--- src/hdl/compass_heading_autocal_macros.svh ---
// Assertion macros shared by the compass heading block.
`ifndef COMPASS_HEADING_AUTOCAL_MACROS_SVH
`define COMPASS_HEADING_AUTOCAL_MACROS_SVH

// Same-cycle implication, sampled on clk, off while in reset.
`define CHA_ASSERT_NOW(lbl, ante, cons) \
  lbl: assert property (@(posedge clk) disable iff (!rst_n) (ante) |-> (cons)) \
    else $error("compass heading check failed");

// Next-cycle implication, sampled on clk, off while in reset.
`define CHA_ASSERT_NEXT(lbl, ante, cons) \
  lbl: assert property (@(posedge clk) disable iff (!rst_n) (ante) |=> (cons)) \
    else $error("compass heading check failed");

`endif

--- src/hdl/cha_pkg.sv ---
// Shared types, constants and the arctangent table for the compass heading block.
package cha_pkg;

  localparam int FIELD_BITS_DEF    = 16;
  localparam int AVG_FRAC_BITS_DEF = 8;
  localparam int CORDIC_STEPS_DEF  = 14;

  localparam int ANG_PI     = 25736;
  localparam int ANG_TWO_PI = 51472;

  // register indexes
  localparam logic [2:0] REG_SPIKE_LIMIT = 3'd0;
  localparam logic [2:0] REG_WEIGHT      = 3'd1;
  localparam logic [2:0] REG_SPAN_FLOOR  = 3'd2;
  localparam logic [2:0] REG_LOCK_THR    = 3'd3;
  localparam logic [2:0] REG_MOUNT       = 3'd4;

  localparam logic [15:0] SPIKE_LIMIT_RST = 16'd150;
  localparam logic [8:0]  WEIGHT_RST      = 9'd77;
  localparam logic [14:0] SPAN_FLOOR_RST  = 15'd100;
  localparam logic [30:0] LOCK_THR_RST    = 31'd16777216;
  localparam logic [15:0] MOUNT_RST       = 16'd0;

  // result status codes
  localparam logic [1:0] ST_OK           = 2'd0;
  localparam logic [1:0] ST_SPIKE        = 2'd1;
  localparam logic [1:0] ST_NOT_CAL      = 2'd2;
  localparam logic [1:0] ST_SIGN_UNKNOWN = 2'd3;

  // compass sign
  localparam logic [1:0] LOCK_NONE = 2'd0;
  localparam logic [1:0] LOCK_POS  = 2'd1;
  localparam logic [1:0] LOCK_NEG  = 2'd2;

  typedef struct packed {
    logic load_in;
    logic diff;
    logic upd_y;
    logic upd_z;
    logic trunc;
    logic span;
    logic mul_x;
    logic mul_y;
    logic pre;
    logic iter;
    logic wrap;
    logic cmul;
    logic cacc;
    logic set_spike;
    logic set_nocal;
    logic fin;
  } cha_cmd_t;

  typedef struct packed {
    logic spike;
    logic short_span;
  } cha_stat_t;

  // atan(2^-i) in Q2.13, rounded
  function automatic logic [12:0] atan_lut(input logic [4:0] idx);
    logic [12:0] v;
    case (idx)
      5'd0:    v = 13'd6434;
      5'd1:    v = 13'd3798;
      5'd2:    v = 13'd2007;
      5'd3:    v = 13'd1019;
      5'd4:    v = 13'd511;
      5'd5:    v = 13'd256;
      5'd6:    v = 13'd128;
      5'd7:    v = 13'd64;
      5'd8:    v = 13'd32;
      5'd9:    v = 13'd16;
      5'd10:   v = 13'd8;
      5'd11:   v = 13'd4;
      5'd12:   v = 13'd2;
      5'd13:   v = 13'd1;
      default: v = 13'd0;
    endcase
    return v;
  endfunction

endpackage

--- src/hdl/cha_ctrl.sv ---
// Sequencer for the compass heading datapath.
module cha_ctrl #(
  parameter int CORDIC_STEPS = cha_pkg::CORDIC_STEPS_DEF
) (
  input  logic                            clk,
  input  logic                            rst_n,
  input  logic                            in_valid,
  output logic                            in_ready,
  input  logic                            out_free,
  input  cha_pkg::cha_stat_t              stat,
  output cha_pkg::cha_cmd_t               cmd,
  output logic [$clog2(CORDIC_STEPS)-1:0] step
);
  import cha_pkg::*;

  localparam int SW = $clog2(CORDIC_STEPS);

  localparam logic [3:0] S_IDLE  = 4'd0;
  localparam logic [3:0] S_DIFF  = 4'd1;
  localparam logic [3:0] S_SPIKE = 4'd2;
  localparam logic [3:0] S_UPY   = 4'd3;
  localparam logic [3:0] S_UPZ   = 4'd4;
  localparam logic [3:0] S_TRUNC = 4'd5;
  localparam logic [3:0] S_SPAN  = 4'd6;
  localparam logic [3:0] S_FLOOR = 4'd7;
  localparam logic [3:0] S_MULX  = 4'd8;
  localparam logic [3:0] S_MULY  = 4'd9;
  localparam logic [3:0] S_PRE   = 4'd10;
  localparam logic [3:0] S_ITER  = 4'd11;
  localparam logic [3:0] S_WRAP  = 4'd12;
  localparam logic [3:0] S_CMUL  = 4'd13;
  localparam logic [3:0] S_CACC  = 4'd14;
  localparam logic [3:0] S_FIN   = 4'd15;

  logic [3:0]    state_r, state_nxt;
  logic [SW-1:0] step_r, step_nxt;

  always_ff @(posedge clk) begin
    if (!rst_n) begin
      state_r <= S_IDLE;
      step_r  <= '0;
    end else begin
      state_r <= state_nxt;
      step_r  <= step_nxt;
    end
  end

  assign step     = step_r;
  assign in_ready = (state_r == S_IDLE);

  always_comb begin
    state_nxt = state_r;
    step_nxt  = step_r;
    cmd       = '0;
    unique case (state_r)
      S_IDLE: begin
        cmd.load_in = in_valid;
        if (in_valid) state_nxt = S_DIFF;
      end
      S_DIFF: begin
        cmd.diff  = 1'b1;
        state_nxt = S_SPIKE;
      end
      S_SPIKE: begin
        if (stat.spike) begin
          cmd.set_spike = 1'b1;
          state_nxt     = S_FIN;
        end else begin
          state_nxt = S_UPY;
        end
      end
      S_UPY: begin
        cmd.upd_y = 1'b1;
        state_nxt = S_UPZ;
      end
      S_UPZ: begin
        cmd.upd_z = 1'b1;
        state_nxt = S_TRUNC;
      end
      S_TRUNC: begin
        cmd.trunc = 1'b1;
        state_nxt = S_SPAN;
      end
      S_SPAN: begin
        cmd.span  = 1'b1;
        state_nxt = S_FLOOR;
      end
      S_FLOOR: begin
        if (stat.short_span) begin
          cmd.set_nocal = 1'b1;
          state_nxt     = S_FIN;
        end else begin
          state_nxt = S_MULX;
        end
      end
      S_MULX: begin
        cmd.mul_x = 1'b1;
        state_nxt = S_MULY;
      end
      S_MULY: begin
        cmd.mul_y = 1'b1;
        state_nxt = S_PRE;
      end
      S_PRE: begin
        cmd.pre   = 1'b1;
        step_nxt  = '0;
        state_nxt = S_ITER;
      end
      S_ITER: begin
        cmd.iter = 1'b1;
        if (step_r == SW'(CORDIC_STEPS - 1)) begin
          state_nxt = S_WRAP;
        end else begin
          step_nxt = step_r + 1'b1;
        end
      end
      S_WRAP: begin
        cmd.wrap  = 1'b1;
        state_nxt = S_CMUL;
      end
      S_CMUL: begin
        cmd.cmul  = 1'b1;
        state_nxt = S_CACC;
      end
      S_CACC: begin
        cmd.cacc  = 1'b1;
        state_nxt = S_FIN;
      end
      S_FIN: begin
        // hold until the output register can take the result
        if (out_free) begin
          cmd.fin   = 1'b1;
          state_nxt = S_IDLE;
        end
      end
      default: state_nxt = S_IDLE;
    endcase
  end

endmodule

--- src/hdl/cha_dp.sv ---
// Datapath: averaging, spike test, span tracking, CORDIC and sign learning.
module cha_dp #(
  parameter int FIELD_BITS    = cha_pkg::FIELD_BITS_DEF,
  parameter int AVG_FRAC_BITS = cha_pkg::AVG_FRAC_BITS_DEF,
  parameter int CORDIC_STEPS  = cha_pkg::CORDIC_STEPS_DEF
) (
  input  logic                            clk,
  input  logic                            rst_n,
  input  cha_pkg::cha_cmd_t               cmd,
  input  logic [$clog2(CORDIC_STEPS)-1:0] step,
  output cha_pkg::cha_stat_t              stat,
  input  logic signed [FIELD_BITS-1:0]    field_y,
  input  logic signed [FIELD_BITS-1:0]    field_z,
  input  logic signed [15:0]              yaw_rate,
  input  logic [15:0]                     spike_limit,
  input  logic [8:0]                      smoothing_weight,
  input  logic [14:0]                     span_floor,
  input  logic [30:0]                     sign_lock_threshold,
  input  logic signed [15:0]              mount_offset,
  output logic                            res_heading_valid,
  output logic signed [15:0]              res_heading,
  output logic [1:0]                      res_status
);
  import cha_pkg::*;

  localparam int F  = FIELD_BITS;
  localparam int A  = AVG_FRAC_BITS;
  localparam int AW = F + A;
  localparam int DW = ((F > 16) ? F : 16) + A + 2;
  localparam int PW = DW + 10;
  localparam int CW = F + 2;
  localparam int XW = 2 * F + 4;
  localparam int ZW = 18;
  localparam int FW = ((F > 15) ? F : 15) + 1;

  logic signed [F-1:0]  fy_r, fz_r;
  logic signed [15:0]   rate_r;
  logic signed [AW-1:0] avg_y_r, avg_z_r;
  logic                 seeded_r;
  logic signed [DW-1:0] dy_r, dz_r;
  logic signed [F-1:0]  lo_y_r, hi_y_r, lo_z_r, hi_z_r;
  logic signed [F-1:0]  iy_r, iz_r, sy_r, sz_r;
  logic signed [CW-1:0] cy_r, cz_r;
  logic signed [XW-1:0] x_r, y_r;
  logic signed [ZW-1:0] z_r;
  logic signed [15:0]   raw_r, last_r;
  logic                 have_last_r;
  logic signed [31:0]   prod_r, corr_r;
  logic [1:0]           lock_r, code_r;

  logic signed [AW-1:0] fy_s, fz_s;
  logic signed [DW-1:0] lim_w;
  logic [8:0]           wgt;
  logic signed [DW-1:0] mul_d;
  logic signed [PW-1:0] wprod, wshift;
  logic signed [F-1:0]  iy_c, iz_c;
  logic signed [F:0]    dspan_y, dspan_z;
  logic signed [F:0]    span_max;
  logic signed [CW-1:0] mul_a;
  logic signed [F-1:0]  mul_b;
  logic signed [XW-1:0] xy_prod, xs, ys;
  logic signed [ZW-1:0] atan_v;
  logic signed [16:0]   dang;
  logic signed [15:0]   dang_w;
  logic signed [33:0]   csum, thr_w;
  logic signed [31:0]   csat;
  logic [1:0]           lock_nxt;
  logic signed [16:0]   sraw;
  logic signed [17:0]   hsum;
  logic signed [15:0]   hwrap;

  function automatic logic signed [F-1:0] trunc_int(input logic signed [AW-1:0] v);
    logic signed [F-1:0] fl;
    fl = v[AW-1:A];
    return fl + F'({1'b0, v[AW-1] & (|v[A-1:0])});
  endfunction

  assign fy_s  = $signed({fy_r, {A{1'b0}}});
  assign fz_s  = $signed({fz_r, {A{1'b0}}});
  assign lim_w = $signed(DW'({spike_limit, {A{1'b0}}}));

  assign stat.spike = (dy_r > lim_w) || (dy_r < -lim_w) ||
                      (dz_r > lim_w) || (dz_r < -lim_w);
  assign stat.short_span = (FW'(sy_r) < FW'($signed({1'b0, span_floor}))) ||
                           (FW'(sz_r) < FW'($signed({1'b0, span_floor})));

  // shared weight multiplier
  assign wgt    = (smoothing_weight > 9'd256) ? 9'd256 : smoothing_weight;
  assign mul_d  = cmd.upd_z ? dz_r : dy_r;
  assign wprod  = PW'($signed({1'b0, wgt})) * PW'(mul_d);
  assign wshift = wprod >>> 8;

  assign iy_c = trunc_int(avg_y_r);
  assign iz_c = trunc_int(avg_z_r);

  assign span_max = $signed({2'b00, {(F-1){1'b1}}});
  assign dspan_y  = (F+1)'(hi_y_r) - (F+1)'(lo_y_r);
  assign dspan_z  = (F+1)'(hi_z_r) - (F+1)'(lo_z_r);

  // shared scaling multiplier: x = cy*sz, y = cz*sy
  assign mul_a   = cmd.mul_y ? cz_r : cy_r;
  assign mul_b   = cmd.mul_y ? sy_r : sz_r;
  assign xy_prod = XW'(mul_a) * XW'(mul_b);

  assign xs     = x_r >>> step;
  assign ys     = y_r >>> step;
  assign atan_v = ZW'($signed({1'b0, atan_lut(5'(step))}));

  // angle change, wrapped
  assign dang = 17'(raw_r) - 17'(last_r);
  always_comb begin
    if (dang > 17'(ANG_PI))       dang_w = 16'(dang - 17'(ANG_TWO_PI));
    else if (dang < -17'(ANG_PI)) dang_w = 16'(dang + 17'(ANG_TWO_PI));
    else                          dang_w = dang[15:0];
  end

  // lock decision uses the saturated sum
  assign csum  = 34'(corr_r) + 34'(prod_r);
  assign thr_w = $signed({3'b000, sign_lock_threshold});
  always_comb begin
    if (csum > 34'sh0_7FFF_FFFF)       csat = 32'sh7FFF_FFFF;
    else if (csum < -34'sh0_8000_0000) csat = -32'sh8000_0000;
    else                               csat = csum[31:0];
    lock_nxt = lock_r;
    if (have_last_r && lock_r == LOCK_NONE) begin
      if (34'(csat) > thr_w)       lock_nxt = LOCK_POS;
      else if (34'(csat) < -thr_w) lock_nxt = LOCK_NEG;
    end
  end

  // final heading
  assign sraw = (lock_r == LOCK_POS) ? 17'(raw_r) : -17'(raw_r);
  assign hsum = 18'(sraw) + 18'(mount_offset);
  always_comb begin
    if (hsum > 18'(ANG_PI))       hwrap = 16'(hsum - 18'(ANG_TWO_PI));
    else if (hsum < -18'(ANG_PI)) hwrap = 16'(hsum + 18'(ANG_TWO_PI));
    else                          hwrap = hsum[15:0];
  end

  assign res_heading_valid = (code_r == ST_OK);
  assign res_heading       = (code_r == ST_OK) ? hwrap : 16'sd0;
  assign res_status        = code_r;

  // item payload and per-item scratch
  always_ff @(posedge clk) begin
    if (cmd.load_in) begin
      fy_r   <= field_y;
      fz_r   <= field_z;
      rate_r <= yaw_rate;
    end
    if (cmd.diff) begin
      if (seeded_r) begin
        dy_r <= DW'(fy_s) - DW'(avg_y_r);
        dz_r <= DW'(fz_s) - DW'(avg_z_r);
      end else begin
        dy_r <= '0;
        dz_r <= '0;
      end
    end
    if (cmd.trunc) begin
      iy_r <= iy_c;
      iz_r <= iz_c;
    end
    if (cmd.span) begin
      sy_r <= (dspan_y > span_max) ? span_max[F-1:0] : dspan_y[F-1:0];
      sz_r <= (dspan_z > span_max) ? span_max[F-1:0] : dspan_z[F-1:0];
      cy_r <= (CW'(iy_r) <<< 1) - CW'(lo_y_r) - CW'(hi_y_r);
      cz_r <= (CW'(iz_r) <<< 1) - CW'(lo_z_r) - CW'(hi_z_r);
    end
    if (cmd.mul_x) x_r <= xy_prod;
    if (cmd.mul_y) y_r <= xy_prod;
    if (cmd.pre) begin
      if (x_r < 0) begin
        z_r <= (y_r >= 0) ? ZW'(ANG_PI) : -ZW'(ANG_PI);
        x_r <= -x_r;
        y_r <= -y_r;
      end else begin
        z_r <= '0;
      end
    end
    if (cmd.iter) begin
      if (y_r >= 0) begin
        x_r <= x_r + ys;
        y_r <= y_r - xs;
        z_r <= z_r + atan_v;
      end else begin
        x_r <= x_r - ys;
        y_r <= y_r + xs;
        z_r <= z_r - atan_v;
      end
    end
    if (cmd.wrap) begin
      if (z_r > ZW'(ANG_PI))       raw_r <= 16'(z_r - ZW'(ANG_TWO_PI));
      else if (z_r < -ZW'(ANG_PI)) raw_r <= 16'(z_r + ZW'(ANG_TWO_PI));
      else                         raw_r <= z_r[15:0];
    end
    if (cmd.cmul) prod_r <= 32'(rate_r) * 32'(dang_w);
  end

  // calibration and sign-learning state
  always_ff @(posedge clk) begin
    if (!rst_n) begin
      avg_y_r     <= '0;
      avg_z_r     <= '0;
      seeded_r    <= 1'b0;
      lo_y_r      <= $signed({1'b0, {(F-1){1'b1}}});
      lo_z_r      <= $signed({1'b0, {(F-1){1'b1}}});
      hi_y_r      <= $signed({1'b1, {(F-1){1'b0}}});
      hi_z_r      <= $signed({1'b1, {(F-1){1'b0}}});
      last_r      <= '0;
      have_last_r <= 1'b0;
      corr_r      <= '0;
      lock_r      <= LOCK_NONE;
      code_r      <= ST_OK;
    end else begin
      if (cmd.diff && !seeded_r) begin
        avg_y_r  <= fy_s;
        avg_z_r  <= fz_s;
        seeded_r <= 1'b1;
      end
      if (cmd.upd_y) avg_y_r <= avg_y_r + AW'(wshift);
      if (cmd.upd_z) avg_z_r <= avg_z_r + AW'(wshift);
      if (cmd.trunc) begin
        if (iy_c < lo_y_r) lo_y_r <= iy_c;
        if (iy_c > hi_y_r) hi_y_r <= iy_c;
        if (iz_c < lo_z_r) lo_z_r <= iz_c;
        if (iz_c > hi_z_r) hi_z_r <= iz_c;
      end
      if (cmd.set_spike) code_r <= ST_SPIKE;
      if (cmd.set_nocal) code_r <= ST_NOT_CAL;
      if (cmd.cacc) begin
        if (have_last_r && lock_r == LOCK_NONE) corr_r <= csat;
        lock_r      <= lock_nxt;
        last_r      <= raw_r;
        have_last_r <= 1'b1;
        code_r      <= (lock_nxt == LOCK_NONE) ? ST_SIGN_UNKNOWN : ST_OK;
      end
    end
  end

endmodule

--- src/hdl/compass_heading_autocal.sv ---
// Top level of the self-calibrating compass heading block.
//
//   channel | direction | handshake            | payload
//   in_     | input     | in_valid / in_ready   | field_y, field_z, yaw_rate
//   out_    | output    | out_valid / out_ready | heading_valid, heading, status
//   cfg_    | input     | cfg_we                | cfg_index, cfg_wdata
//
// One request at a time: a spike is dropped after the spike test, an
// uncalibrated sample after the span floor check, and a full heading
// runs the serial CORDIC, one micro-rotation per cycle.
// Reset is synchronous, active low, and clears calibration and sign state.
// The result sits in an output register, so a new request is taken while
// the previous result waits; a stalled output holds the sequencer at its
// last step only when a second result is ready.
module compass_heading_autocal #(
  parameter int FIELD_BITS    = cha_pkg::FIELD_BITS_DEF,
  parameter int AVG_FRAC_BITS = cha_pkg::AVG_FRAC_BITS_DEF,
  parameter int CORDIC_STEPS  = cha_pkg::CORDIC_STEPS_DEF
) (
  input  logic                         clk,
  input  logic                         rst_n,
  input  logic                         in_valid,
  output logic                         in_ready,
  input  logic signed [FIELD_BITS-1:0] in_field_y,
  input  logic signed [FIELD_BITS-1:0] in_field_z,
  input  logic signed [15:0]           in_yaw_rate,
  output logic                         out_valid,
  input  logic                         out_ready,
  output logic                         out_heading_valid,
  output logic signed [15:0]           out_heading,
  output logic [1:0]                   out_status,
  input  logic                         cfg_we,
  input  logic [2:0]                   cfg_index,
  input  logic [30:0]                  cfg_wdata
);
  import cha_pkg::*;

  // configuration registers
  logic [15:0]        spike_limit_r;
  logic [8:0]         weight_r;
  logic [14:0]        span_floor_r;
  logic [30:0]        lock_thr_r;
  logic signed [15:0] mount_r;

  always_ff @(posedge clk) begin
    if (!rst_n) begin
      spike_limit_r <= SPIKE_LIMIT_RST;
      weight_r      <= WEIGHT_RST;
      span_floor_r  <= SPAN_FLOOR_RST;
      lock_thr_r    <= LOCK_THR_RST;
      mount_r       <= MOUNT_RST;
    end else if (cfg_we) begin
      unique case (cfg_index)
        REG_SPIKE_LIMIT: spike_limit_r <= cfg_wdata[15:0];
        REG_WEIGHT:      weight_r      <= cfg_wdata[8:0];
        REG_SPAN_FLOOR:  span_floor_r  <= cfg_wdata[14:0];
        REG_LOCK_THR:    lock_thr_r    <= cfg_wdata;
        REG_MOUNT:       mount_r       <= $signed(cfg_wdata[15:0]);
        default: ;
      endcase
    end
  end

  cha_cmd_t                        cmd;
  cha_stat_t                       stat;
  logic [$clog2(CORDIC_STEPS)-1:0] step;
  logic                            out_free;
  logic                            res_hv;
  logic signed [15:0]              res_hdg;
  logic [1:0]                      res_st;

  // output register
  logic               out_valid_r;
  logic               out_hv_r;
  logic signed [15:0] out_hdg_r;
  logic [1:0]         out_st_r;

  assign out_free = !out_valid_r || out_ready;

  cha_ctrl #(
    .CORDIC_STEPS(CORDIC_STEPS)
  ) u_ctrl (
    .clk      (clk),
    .rst_n    (rst_n),
    .in_valid (in_valid),
    .in_ready (in_ready),
    .out_free (out_free),
    .stat     (stat),
    .cmd      (cmd),
    .step     (step)
  );

  cha_dp #(
    .FIELD_BITS   (FIELD_BITS),
    .AVG_FRAC_BITS(AVG_FRAC_BITS),
    .CORDIC_STEPS (CORDIC_STEPS)
  ) u_dp (
    .clk                (clk),
    .rst_n              (rst_n),
    .cmd                (cmd),
    .step               (step),
    .stat               (stat),
    .field_y            (in_field_y),
    .field_z            (in_field_z),
    .yaw_rate           (in_yaw_rate),
    .spike_limit        (spike_limit_r),
    .smoothing_weight   (weight_r),
    .span_floor         (span_floor_r),
    .sign_lock_threshold(lock_thr_r),
    .mount_offset       (mount_r),
    .res_heading_valid  (res_hv),
    .res_heading        (res_hdg),
    .res_status         (res_st)
  );

  always_ff @(posedge clk) begin
    if (!rst_n) begin
      out_valid_r <= 1'b0;
    end else if (cmd.fin) begin
      out_valid_r <= 1'b1;
    end else if (out_ready) begin
      out_valid_r <= 1'b0;
    end
  end

  always_ff @(posedge clk) begin
    if (cmd.fin) begin
      out_hv_r  <= res_hv;
      out_hdg_r <= res_hdg;
      out_st_r  <= res_st;
    end
  end

  assign out_valid         = out_valid_r;
  assign out_heading_valid = out_hv_r;
  assign out_heading       = out_hdg_r;
  assign out_status        = out_st_r;

`include "compass_heading_autocal_macros.svh"

  // a usable heading always carries the ok status
  `CHA_ASSERT_NOW(a_valid_ok, out_valid && out_heading_valid, out_status == ST_OK)
  // results without an angle report a zero heading
  `CHA_ASSERT_NOW(a_zero_hdg, out_valid && !out_heading_valid, out_heading == 16'sd0)
  // the sequencer is busy right after taking a request
  `CHA_ASSERT_NEXT(a_busy, in_valid && in_ready, !in_ready)

endmodule
--- config.mk ---
export PLATFORM = sky130hd
export DESIGN_NAME = compass_heading_autocal
export DESIGN_NICKNAME = d
export VERILOG_FILES = /design/src/hdl/cha_pkg.sv /design/src/hdl/cha_ctrl.sv /design/src/hdl/cha_dp.sv /design/src/hdl/compass_heading_autocal.sv
export VERILOG_INCLUDE_DIRS = /design/src /design/src/hdl
export SDC_FILE = /design/constraint.sdc
export NUM_CORES = 2
export LEC_CHECK = 0
export BUFFER_PORTS_ARGS = -buffer_cell sky130_fd_sc_hd__buf_2
export CAP_MARGIN = 20
export CORE_ASPECT_RATIO = 0.9
export CORE_MARGIN = 2
export CORE_UTILIZATION = 35
export CTS_BUF_LIST = sky130_fd_sc_hd__clkbuf_8
export CTS_CLUSTER_SIZE = 40
export DETAILED_ROUTE_END_ITERATION = 6
export PLACE_DENSITY = 0.52
export RECOVER_POWER = 25
export SETUP_SLACK_MARGIN = 0.02
export SLEW_MARGIN = 20
export SYNTH_ARGS = -nofsm -noshare
export SYNTH_HDL_FRONTEND = slang
export SYNTH_SLANG_ARGS = --single-unit
--- constraint.sdc ---
create_clock -name clk -period 12.21 [get_ports clk]
set_input_delay 2.442 -clock clk [delete_from_list [all_inputs] [get_ports clk]]
set_output_delay 2.442 -clock clk [all_outputs]
set_load 0.05 [all_outputs]
==> flow_summary.toml <==
[clock_network]
cts_resized = 0
cts.sinks = 630
clockBufferDepth = 3
htree_levels = 4
post-cts-setup-buffers = 0
tritoncts = "yes"
clk_latency_ns = 0.95
root_buffer = "clkbuf_8"
path_clk_slew_ns = 0.06
holdBufCountCts = 0
cts_made_buffers = 132

[yosys]
yosys_warnings = 0
avgSynthCellArea_um2 = 8.69
ys_ff_latch = 630
synth_fp_nets = 10985
ys.flop_type = "dfxtp_1"
synth_area_um2 = 81000
ys_seq_area_share_pct = 19.1
syn_inst = 9320
yosys-top-cells-area = "fa_1 (19%), ha_1 (13%), edfxtp_1 (11%)"
synth_edf_count = 285
ys_types = 95
synth_top_area_cell = "fa_1"
synthArstFlopShare_pct = 0
synth_top_cell_area_share_pct = 19.0

[drt]
drc_errors = 0
wl_mm = 252
antenna_left = 0
drt_iter0_drc = 5450
wl_per_cell_um = 20.2
vias = 67549
firstDrtPassIters = 6
viasPerCell = 5.42

[sta]
worstMarginPinSlew_ns = 3.75
hold_violations = 0
rsz0062_at_grt = "false"
period_share_pct = 86.5
max_freq_ghz = 0.0947
min_period_ns = 10.56
relSlewSlack_pct = -150
setup_viol = 0
clock-skew-final_ns = 0.0984
drv_slew = 232
fin_tns_setup_ns = 0

[cells_and_area]
fin_area_um2 = 87700
layout.nets = 10979
area_growth_pct = 8.32
drive_above_1_share_pct = 6.66
fillers = 23280

[global_route]
grt_start_max_net_pins = 88
overflow = 0
grt_usage_pct = 21.3
grt_pass1_wl_mm = 394
antenna_found_initial = 8
grt_pass1_vias = 66718

[worst_setup_path]
crit_top_cell = "fa_1"
cp.required_ns = 12.89
rr_worst_depth = 29
cp.arrival_ns = 11.24
cp_slowest_stage_delay_ns = 0.70
start_kind = "register"
critPathKind = "register to register"
critPathMaxFanout = 17
rrSetupSlack_ns = 1.65
r2r_end = "u_dp.prod_r[30]"
timing.rr.start = "u_dp.raw_r[1]"
slowest_stage = "a2111oi_0"
crit_path_start = "u_dp.raw_r[1]"
end_kind = "register"

[job]
cap_violations = 7

[floorplanning]
die-area_um2 = 235000
io_pins = 108
core_um2 = 230000
rows = 167
die_x_um = 511
die_y_um = 460
initial_core_util_pct = 35.2

[hold_path]
hold_path_class = "register to register"
worstHoldStart = "u_dp.last_r[3]"
min_delay_worst_endpoint = "u_dp.last_r[3]"
min_path_cells = 2

[placement]
place_congestion = 0.900
placed_cell_area_um2 = 84900
hpwlAfterDp_mm = 202
portBuffers = 107

[status]
outcome = "finished, violations left"
violations = "capacitance limit, slew limit"
-- Yosys cell counts (17+ instances only) --
library cell	count
a21boi_0	18
o21bai_1	50
xnor2_1	336
o221ai_1	22
inv_1	1111
clkbuf_1	311
and2_1	83
a211oi_1	83
ha_1	810
and4_1	17
nand2_1	1053
or3_1	71
fa_1	768
nand4_1	55
mux2_2	23
o31ai_1	41
or2_2	38
a211o_1	22
o21ai_1	20
a311oi_1	31
o21a_1	120
nand3_1	280
a22oi_1	21
buf_1	32
nand2b_1	121
a21oi_1	537
nor4_1	46
o22ai_1	25
nor2_1	678
mux2i_1	125
mux4_2	91
o211ai_1	69
nor3_1	192
o21ai_0	414
dfxtp_1	345
nor3b_1	18
edfxtp_1	285
xor2_1	165
nor2b_1	108
a21o_1	191
a31oi_1	69
maj3_1	23
and3_1	112
-- kinds of logic (layout without fill, tap and decap cells) --
logic type / count (synthesis) / in the layout / share of synthesized area [%]
other cells: 0 / 6 / 0
buf+inv: 1475 / 1574 / 6.91
simple gates: 2941 / 2941 / 16.9
fa+ha+maj: 1601 / 1601 / 31.8
flops: 630 / 630 / 19.1
compound gates: 1924 / 1924 / 15.2
xor+xnor: 502 / 502 / 5.45
mux: 247 / 247 / 4.62
-- layout make-up --
cell class	count	area [um2]	share of cell area (%)
Clock buffer	149	2050	2.34
Timing Repair Buffer	221	1400	1.59
Antenna cell	6	15.0	0.0171
Clock inverter	90	739	0.843
Tap cell	3042	3810	4.34
Sequential cell	630	15500	17.6
Inverter	1114	4180	4.77
Multi-Input combinational cell	7215	60000	68.5
-- per-stage QoR --
stage | util, % | hold WS, ns | std cells | setup slack (ns)
finish | 38.1 | 0.455 | 12467 | 1.65
floorplan | - | 0.422 | 9320 | 2.61
CTS | 38.1 | 0.459 | 12460 | 1.67
detailed placement | 36.9 | 0.451 | 12221 | 1.68
global route | 38.1 | 0.475 | 12464 | 1.08
global placement | 36.9 | 0.442 | 12219 | 1.72
-- state kept, by name, indices dropped and copies added, names as in the netlist, 18 cells and up --
name and cells:
u_dp.y_r 36, u_dp.x_r 36, u_dp.corr_r 32, u_dp.avg_z_r 24, u_dp.dz_r 25, u_dp.avg_y_r 24
u_dp.cz_r 18, u_dp.cy_r 18, u_dp.prod_r 32, u_dp.dy_r 25, u_dp.z_r 18, lock_thr_r 31
-- placed cells by master (no fill, tap or decap), types with 186 or more instances in the layout --
cell      count
dfxtp_1     340
nand2_1    1051
xnor2_1     336
nor2_1      674
o21ai_0     413
inv_1      1155
a21o_1      191
ha_1        810
nand3_1     280
fa_1        768
a21oi_1     536
nor3_1      186
edfxtp_1    285
-- critical path: cells and delay by family (launching register included) --
| family | cells | cell delay (ns) |
|---|---|---|
| compound gates | 10 | 3.94 |
| buf+inv | 2 | 0.11 |
| flops | 1 | 0.46 |
| fa+ha+maj | 8 | 3.83 |
| simple gates | 9 | 1.95 |
-- per-layer routing --
layer  vias up  GRT usage, %  routed length (um)
li1      32034             -                   -
met1     33276          29.7              117000
met2      1908          34.4              115000
met3       331          2.45               12500
met4         0          6.31                7590
met5         -             0                   0
-- worst max path at each step --
| stage | end | cells past startpoint |
|---|---|---|
| floorplan | u_dp.prod_r[31] | 37 |
| global placement | u_dp.prod_r[30] | 29 |
| detailed placement | u_dp.prod_r[30] | 29 |
| CTS | u_dp.prod_r[30] | 29 |
| global route | u_dp.prod_r[30] | 31 |
| finish | u_dp.prod_r[30] | 29 |
Power is not shown: default switching activity piles up to over one toggle a cycle in this logic, so the estimate is an artifact.
